`config.mk`:
```
export PLATFORM = sky130hd
export DESIGN_NAME = retransmit_queue_table
export DESIGN_NICKNAME = d
export VERILOG_FILES = /design/src/rtl/rqt_pkg.sv /design/src/rtl/retransmit_queue_table.sv /design/src/rtl/rqt_ram.sv
export SDC_FILE = /design/constraint.sdc
export NUM_CORES = 2
export LEC_CHECK = 0
export ABC_CLOCK_PERIOD_IN_PS = 5100
export BUFFER_PORTS_ARGS = -buffer_cell sky130_fd_sc_hd__buf_2
export CORE_MARGIN = 2
export CORE_UTILIZATION = 31
export CTS_BUF_LIST = sky130_fd_sc_hd__clkbuf_8
export CTS_CLUSTER_DIAMETER = 60
export DETAILED_ROUTE_END_ITERATION = 8
export PLACE_DENSITY = 0.46
export SLEW_MARGIN = 20
export SYNTH_ARGS = -nofsm -noshare
export SYNTH_HDL_FRONTEND = slang
export SYNTH_SLANG_ARGS = --single-unit
```
`constraint.sdc`:
```
create_clock -name clk_i -period 5.1 [get_ports clk_i]
set_input_delay 1.02 -clock clk_i [delete_from_list [all_inputs] [get_ports clk_i]]
set_output_delay 1.02 -clock clk_i [all_outputs]
set_load 0.05 [all_outputs]
```
`src/rtl/rqt_pkg.sv`:
```
// Shared types and constants for the retransmit queue table.
// No dependencies.
package rqt_pkg;

  localparam int unsigned QueueDepth = 16;
  localparam int unsigned AddrW      = $clog2(QueueDepth);
  localparam int unsigned CntW       = $clog2(QueueDepth + 1);

  localparam logic [2:0] CMD_APPEND = 3'd0;
  localparam logic [2:0] CMD_FIND   = 3'd1;
  localparam logic [2:0] CMD_REMOVE = 3'd2;
  localparam logic [2:0] CMD_CLEAR  = 3'd3;
  localparam logic [2:0] CMD_SCAN   = 3'd4;

  localparam logic [1:0] ST_OK       = 2'd0;
  localparam logic [1:0] ST_MISS     = 2'd1;
  localparam logic [1:0] ST_FULL     = 2'd2;
  localparam logic [1:0] ST_BADSTART = 2'd3;

  localparam logic CFG_MAX_COPY = 1'b0;
  localparam logic CFG_RESEND   = 1'b1;

  typedef struct packed {
    logic [15:0] seq;
    logic [15:0] cmd;
    logic [15:0] handle;
    logic [15:0] length;
    logic [4:0]  retries;  // two's complement, negative means dead
  } rqt_entry_t;

endpackage

```
`src/rtl/retransmit_queue_table.sv`:
```
// Retransmit queue table: compacted, insertion-ordered list of pending requests.
// Append, clear and a bad scan are answered from the idle state; find reads and compares entries
// in turn; remove then pulls each later entry down, and a scan drops dead entries as it goes.
// One request at a time; the next is taken once busy falls.
// Reset: list empty, max_copy_len 65535, resend_limit 8; entry memory uncleared.
// Results appear for one cycle on done_o; the receiver cannot stall.
// Depends on rqt_pkg and rqt_ram.
module retransmit_queue_table (
  input  logic        clk_i,
  input  logic        rst_ni,
  input  logic        cfg_we_i,
  input  logic        cfg_idx_i,
  input  logic [15:0] cfg_data_i,
  input  logic        start,
  output logic        busy,
  input  logic [2:0]  command_i,
  input  logic [15:0] seq_number_i,
  input  logic [15:0] cmd_code_i,
  input  logic [15:0] buf_handle_i,
  input  logic [15:0] pkt_length_i,
  input  logic [4:0]  start_pos_i,
  output logic        done_o,
  output logic [1:0]  status_o,
  output logic [15:0] entry_seq_out_o,
  output logic [15:0] entry_cmd_out_o,
  output logic [15:0] entry_handle_out_o,
  output logic [15:0] copy_len_o,
  output logic [3:0]  retries_left_o,
  output logic [4:0]  next_pos_o,
  output logic [4:0]  entry_count_o
);
  import rqt_pkg::*;

  typedef enum logic [2:0] {
    S_IDLE, S_FIND_RD, S_FIND_CMP, S_SH_RD, S_SH_WR, S_SCAN_RD, S_SCAN_CHK
  } state_e;

  state_e state_q, state_d;

  logic [15:0]     max_copy_q;
  logic [3:0]      resend_q;
  logic [CntW-1:0] count_q, count_d;
  logic [CntW-1:0] idx_q, idx_d;    // search / scan position
  logic [CntW-1:0] sh_q, sh_d;      // compaction write pointer
  logic [2:0]      cmd_q, cmd_d;
  logic [15:0]     key_q, key_d;

  logic        done_q, done_d;
  logic [1:0]  status_q, status_d;
  logic [15:0] oseq_q, oseq_d, ocmd_q, ocmd_d, ohdl_q, ohdl_d, ocopy_q, ocopy_d;
  logic [3:0]  oret_q, oret_d;
  logic [4:0]  onext_q, onext_d, ocnt_q, ocnt_d;

  logic             we;
  logic [AddrW-1:0] waddr, raddr;
  rqt_entry_t       wdata, rdata;
  logic [CntW-1:0]  idx_inc, sh_inc;

  rqt_ram #(.Width($bits(rqt_entry_t)), .Depth(QueueDepth)) u_ram (
    .clk_i   (clk_i),
    .we_i    (we),
    .waddr_i (waddr),
    .wdata_i (wdata),
    .raddr_i (raddr),
    .rdata_o (rdata)
  );

  assign idx_inc = idx_q + 1'b1;
  assign sh_inc  = sh_q + 1'b1;

  always_comb begin
    state_d  = state_q;
    count_d  = count_q;
    idx_d    = idx_q;
    sh_d     = sh_q;
    cmd_d    = cmd_q;
    key_d    = key_q;
    done_d   = 1'b0;
    status_d = status_q;
    oseq_d   = oseq_q;
    ocmd_d   = ocmd_q;
    ohdl_d   = ohdl_q;
    ocopy_d  = ocopy_q;
    oret_d   = oret_q;
    onext_d  = onext_q;
    ocnt_d   = ocnt_q;
    we       = 1'b0;
    waddr    = idx_q[AddrW-1:0];
    wdata    = rdata;
    raddr    = idx_q[AddrW-1:0];

    unique case (state_q)
      S_IDLE: begin
        if (start) begin
          cmd_d    = command_i;
          key_d    = seq_number_i;
          status_d = ST_MISS;
          oseq_d   = '0;
          ocmd_d   = '0;
          ohdl_d   = '0;
          ocopy_d  = '0;
          oret_d   = '0;
          onext_d  = '0;
          ocnt_d   = 5'(count_q);
          unique case (command_i) inside
            CMD_APPEND: begin
              done_d = 1'b1;
              if (count_q == CntW'(QueueDepth)) begin
                status_d = ST_FULL;
              end else begin
                we       = 1'b1;
                waddr    = count_q[AddrW-1:0];
                wdata    = '{seq: seq_number_i, cmd: cmd_code_i, handle: buf_handle_i,
                             length: pkt_length_i, retries: {1'b0, resend_q}};
                count_d  = count_q + 1'b1;
                ocnt_d   = 5'(count_q + 1'b1);
                status_d = ST_OK;
              end
            end
            CMD_FIND, CMD_REMOVE: begin
              idx_d = '0;
              if (count_q == '0) begin
                done_d = 1'b1;
              end else begin
                state_d = S_FIND_RD;
              end
            end
            CMD_CLEAR: begin
              done_d   = 1'b1;
              status_d = ST_OK;
              count_d  = '0;
            end
            CMD_SCAN: begin
              if (start_pos_i >= 5'(QueueDepth) || max_copy_q == '0) begin
                done_d   = 1'b1;
                status_d = ST_BADSTART;
              end else begin
                idx_d   = CntW'(start_pos_i);
                state_d = S_SCAN_RD;
              end
            end
            default: done_d = 1'b1;
          endcase
        end
      end
      S_FIND_RD: begin
        state_d = S_FIND_CMP;
      end
      S_FIND_CMP: begin
        if (rdata.seq == key_q) begin
          status_d = ST_OK;
          oseq_d   = rdata.seq;
          ocmd_d   = rdata.cmd;
          ohdl_d   = rdata.handle;
          if (cmd_q == CMD_REMOVE) begin
            sh_d    = idx_q;
            state_d = S_SH_RD;
          end else begin
            done_d  = 1'b1;
            state_d = S_IDLE;
          end
        end else if (idx_inc == count_q) begin
          done_d  = 1'b1;
          state_d = S_IDLE;
        end else begin
          idx_d   = idx_inc;
          state_d = S_FIND_RD;
        end
      end
      // close the gap at sh_q by pulling each later entry down one place
      S_SH_RD: begin
        raddr = sh_inc[AddrW-1:0];
        if (sh_inc < count_q) begin
          state_d = S_SH_WR;
        end else begin
          count_d = count_q - 1'b1;
          if (cmd_q == CMD_SCAN) begin
            state_d = S_SCAN_RD;
          end else begin
            ocnt_d  = 5'(count_q - 1'b1);
            done_d  = 1'b1;
            state_d = S_IDLE;
          end
        end
      end
      S_SH_WR: begin
        we      = 1'b1;
        waddr   = sh_q[AddrW-1:0];
        sh_d    = sh_inc;
        state_d = S_SH_RD;
      end
      S_SCAN_RD: begin
        if (idx_q < count_q) begin
          state_d = S_SCAN_CHK;
        end else begin
          ocnt_d  = 5'(count_q);
          done_d  = 1'b1;
          state_d = S_IDLE;
        end
      end
      S_SCAN_CHK: begin
        if (rdata.length == '0 || rdata.retries[4]) begin
          sh_d    = idx_q;
          state_d = S_SH_RD;
        end else begin
          status_d      = ST_OK;
          oseq_d        = rdata.seq;
          ocmd_d        = rdata.cmd;
          ohdl_d        = rdata.handle;
          ocopy_d       = (rdata.length < max_copy_q) ? rdata.length : max_copy_q;
          oret_d        = rdata.retries[3:0];
          onext_d       = (idx_inc < count_q) ? 5'(idx_inc) : 5'(QueueDepth);
          ocnt_d        = 5'(count_q);
          we            = 1'b1;
          wdata.retries = rdata.retries - 1'b1;
          done_d        = 1'b1;
          state_d       = S_IDLE;
        end
      end
      default: state_d = S_IDLE;
    endcase
  end

  always_ff @(posedge clk_i or negedge rst_ni) begin
    if (!rst_ni) begin
      state_q    <= S_IDLE;
      count_q    <= '0;
      done_q     <= 1'b0;
      max_copy_q <= 16'hFFFF;
      resend_q   <= 4'd8;
    end else begin
      state_q <= state_d;
      count_q <= count_d;
      done_q  <= done_d;
      if (cfg_we_i) begin
        unique case (cfg_idx_i)
          CFG_MAX_COPY: max_copy_q <= cfg_data_i;
          CFG_RESEND:   resend_q   <= cfg_data_i[3:0];
          default:      ;
        endcase
      end
    end
  end

  // datapath registers, no reset needed
  always_ff @(posedge clk_i) begin
    idx_q    <= idx_d;
    sh_q     <= sh_d;
    cmd_q    <= cmd_d;
    key_q    <= key_d;
    status_q <= status_d;
    oseq_q   <= oseq_d;
    ocmd_q   <= ocmd_d;
    ohdl_q   <= ohdl_d;
    ocopy_q  <= ocopy_d;
    oret_q   <= oret_d;
    onext_q  <= onext_d;
    ocnt_q   <= ocnt_d;
  end

  assign busy               = (state_q != S_IDLE);
  assign done_o             = done_q;
  assign status_o           = status_q;
  assign entry_seq_out_o    = oseq_q;
  assign entry_cmd_out_o    = ocmd_q;
  assign entry_handle_out_o = ohdl_q;
  assign copy_len_o         = ocopy_q;
  assign retries_left_o     = oret_q;
  assign next_pos_o         = onext_q;
  assign entry_count_o      = ocnt_q;

endmodule

```
`src/rtl/rqt_ram.sv`:
```
// Generic single-clock RAM: one write port, one read port, registered read.
// No dependencies.
module rqt_ram #(
  parameter int unsigned Width = 8,
  parameter int unsigned Depth = 16
) (
  input  logic                     clk_i,
  input  logic                     we_i,
  input  logic [$clog2(Depth)-1:0] waddr_i,
  input  logic [Width-1:0]         wdata_i,
  input  logic [$clog2(Depth)-1:0] raddr_i,
  output logic [Width-1:0]         rdata_o
);

  logic [Width-1:0] mem [Depth];

  always_ff @(posedge clk_i) begin
    if (we_i) begin
      mem[waddr_i] <= wdata_i;
    end
    rdata_o <= mem[raddr_i];
  end

endmodule

```
==> flow_summary.ini <==
[outcome]
status = finished, final reports clean

[synthesis]
postSynth.asyncResetShare_pct = 2.21
synth_edf_count = 1213
synth_ff_type = edfxtp_1
ys_warn_count = 0
synthMuxAreaShare_pct = 19.5
synth_top_area_share_pct = 67.9
yosys.area_share.simple_pct = 3.64
ys_seq_area_share_pct = 71.9
synthesis.nets = 3325
synth_compound_area_share_pct = 1.71
synth_area_leader_cell = edfxtp_1
synth_area_leaders = edfxtp_1 (68%), mux2i_1 (19%), dfxtp_1 (2.6%), nand2_1 (1.7%), dfstp_2 (0.83%)
ys_types = 61
synth_adder_area_share_pct = 0.817
synth_seq_cells = 1311
synth_top_family_by_area = multiplexers
synth_common_cells = edfxtp_1 (1213), mux2i_1 (1037), nand2_1 (250), buf_2 (77), dfxtp_1 (69)
avgSynthCellArea_um2 = 16.8
synth_most_common_cell = edfxtp_1
synthesis.area_um2 = 53600
synthCells = 3197
synth-xor-area-share_pct = 0.474

[power_and_ir_drop]
p_leak_nw = 23.9
p_int_mw = 23.2
pwr_density_cell_nw_per_um2 = 579
power_frac_comb_pct = 33.2
power_frac_seq_pct = 42.2
p_sw_mw = 12.7
peakVddDrop_uv = 378
switching_share_pct = 35.3
design_power_total_mw = 35.9
clkPwrFrac_pct = 24.6

[detailed_routing]
vias = 28000
wl_per_cell_um = 23.1
wl_met3_um = 6100
ant_nets = 0
dr.pass1.iters = 5
met2WireLength_um = 67700
via_per_inst = 4.65
wl_met1_um = 62000
drt-total-wl_um = 139000
drtIter0Drc = 1766
route.detailed.drc = 0
top_layer = met5

[finish]
final_area_um2 = 62000
final_util_pct = 36.1
fillers = 16200
final_cells = 6017
nets = 3646
synthToLayoutAreaGrowth_pct = 15.6
drive_above_1_share_pct = 16.2

[placed_design]
dp_slack_ns = 0.631
portBuffers = 174
postPlaceCellArea_um2 = 57800
dp_cells = 5610
dpl.hpwl_um = 79300
gp_congestion = 0.787

[global_routing]
grt_pass1_vias = 28800
grt_use_total_pct = 15.7
overflow = 0
grt_pass1_wl_um = 200000
grt_max_degree = 70
antenna_found_initial = 4

[clock_tree]
cts.sinks = 1311
cts_buffer_depth = 3
clk-insertion-delay-late_ns = 0.94
path_clk_slew_ns = 0.07
htreeDepth = 4
post_cts_buffers = 0
cts_root_buf = clkbuf_8
hold_buffers = 0
cts_made_buffers = 215
cts_resized = 0
cts_tree = done

[timing]
final_max_slew_viol_count = 0
period_share_pct = 79.9
skew_ns = 0.0532
setup_viol = 0
grt_setup_unrepaired = no
worst_pin_slew_ns = 1.04
min_period_ns = 4.08
fmax_mhz = 245
fin_tns_setup_ns = 0
layout_setup_ws_ns = 1.02
holdWs_ns = 0.182
slew-limit-headroom_pct = 30.6
hold_violations = 0

[worst_setup_path]
crit_path_start = count_q[0]$_DFFE_PN0P_
cpLargestDelayFamily = simple AND/OR/NAND/NOR gates
cp-start-kind = register
cp_slowest_stage_delay_ns = 0.75
critPathCaptureType = register
path_cells = inv_1 > ha_1 > nand4bb_1 > nand2_1 > o21ai_0 > o21ai_1 > nand2b_1 > nor2_4 > buf_12
cp_max_fo = 24
slowest_stage = nor2_4
reg2reg_from = count_q[0]$_DFFE_PN0P_
critPathRequiredTime_ns = 5.70
path_class = register to register
crit_buf_inv = 2
cp.arrival_ns = 4.68

[die]
die_x_um = 420
ios = 175
start_util_pct = 31.2
rows = 152
dieArea_um2 = 176000
fp.coreArea_um2 = 172000
die_h_um = 420

[hold_path]
hold_path.class = input pin to async pin

[job]
maxCapViolCount = 0
registers in the layout (all words and copies together), names as in the netlist:
name	count
cmd_q	3
copy_len_o	16
count_q	5
done_o	1
entry_cmd_out_o	16
entry_count_o	5
entry_handle_out_o	16
entry_seq_out_o	16
idx_q	5
key_q	16
max_copy_q	16
next_pos_o	5
resend_q	4
retries_left_o	4
sh_q	5
state_q	3
status_o	2
u_ram.mem	1104
u_ram.rdata_o	69
cells in the final DEF (no fill, tap or decap), drive strengths merged, types with 5 or more instances in the layout:
cell	synthesis	layout
dfrtp	12	12
nor4	9	9
nand2b	5	5
a21oi	33	33
dfstp	17	17
o21ai	72	72
mux2	6	6
edfxtp	1213	1213
nand4	10	10
nor2b	8	8
buf	115	261
nor2	49	49
clkinv	0	63
clkinvlp	0	7
nand3	31	31
inv	34	121
mux2i	1037	1037
dfxtp	69	69
ha	35	35
xnor2	23	23
nand2	250	250
and2	48	48
nor3	6	6
clkbuf	42	244
xor2	6	6
final cells by class:
type	instances	area, µm²	share of cell area (%)
repair buffers	261	1980	3.20
well taps	2310	2890	4.66
clock inverters	161	825	1.33
diodes	1	2.50	0.00404
multi-input cells	1695	14200	23.0
inverters	34	128	0.206
clock buffers	244	3360	5.42
flip-flops and latches	1311	38600	62.2
routing by layer:
metal | vias to the layer above | track usage, %
met3 | 243 | 3.31
met4 | 2 | 4.59
li1 | 12900 | -
met2 | 620 | 26.3
met5 | - | 0
met1 | 14200 | 20.3
power by group through the flow:
stage	Sequential (mW)	Combinational [mW]	Clock (mW)
final	15.2	11.9	8.83
after global routing	15.3	12.9	9.60
after CTS	15.2	12.1	9.16
after detailed placement	15.4	12.1	0
after global placement	15.4	12.1	0
after floorplan	15.6	7.89	0
worst reg2reg max path: cells and delay by family (launching register included):
family / cells / cell delay (ns)
simple gates: 4 / 1.72
compound gates: 2 / 0.69
flops: 1 / 0.64
buf+inv: 2 / 0.43
fa+ha+maj: 1 / 0.25
kinds of logic after synthesis:
| family | count (synthesis) |
|---|---|
| and+or+nand+nor | 434 |
| adders and majority gates | 35 |
| buffers and inverters | 191 |
| muxes | 1043 |
| AOI/OAI and AO/OA | 154 |
| xor gates and xnor gates | 29 |
| DFF | 1311 |
path summary, 6_finish.rpt:
check | to | depth (start not counted) | slack, ns
hold reg to reg | entry_handle_out_o[5]$_SDFFCE_PN0P_ | 1 | 0.53
hold / removal | done_o$_DFF_PN0_ | 1 | 0.18
max in group asynchronous | count_q[2]$_DFFE_PN0P_ | 1 | 4.36
min in group clk_i | key_q[13]$_DFFE_PP_ | 1 | 0.30
setup / recovery | u_ram.mem[5][63]$_DFFE_PP_ | 9 | 1.02
setup reg to reg | u_ram.mem[5][63]$_DFFE_PP_ | 9 | 1.02
Note: power is estimated with default switching activity, not from simulation.
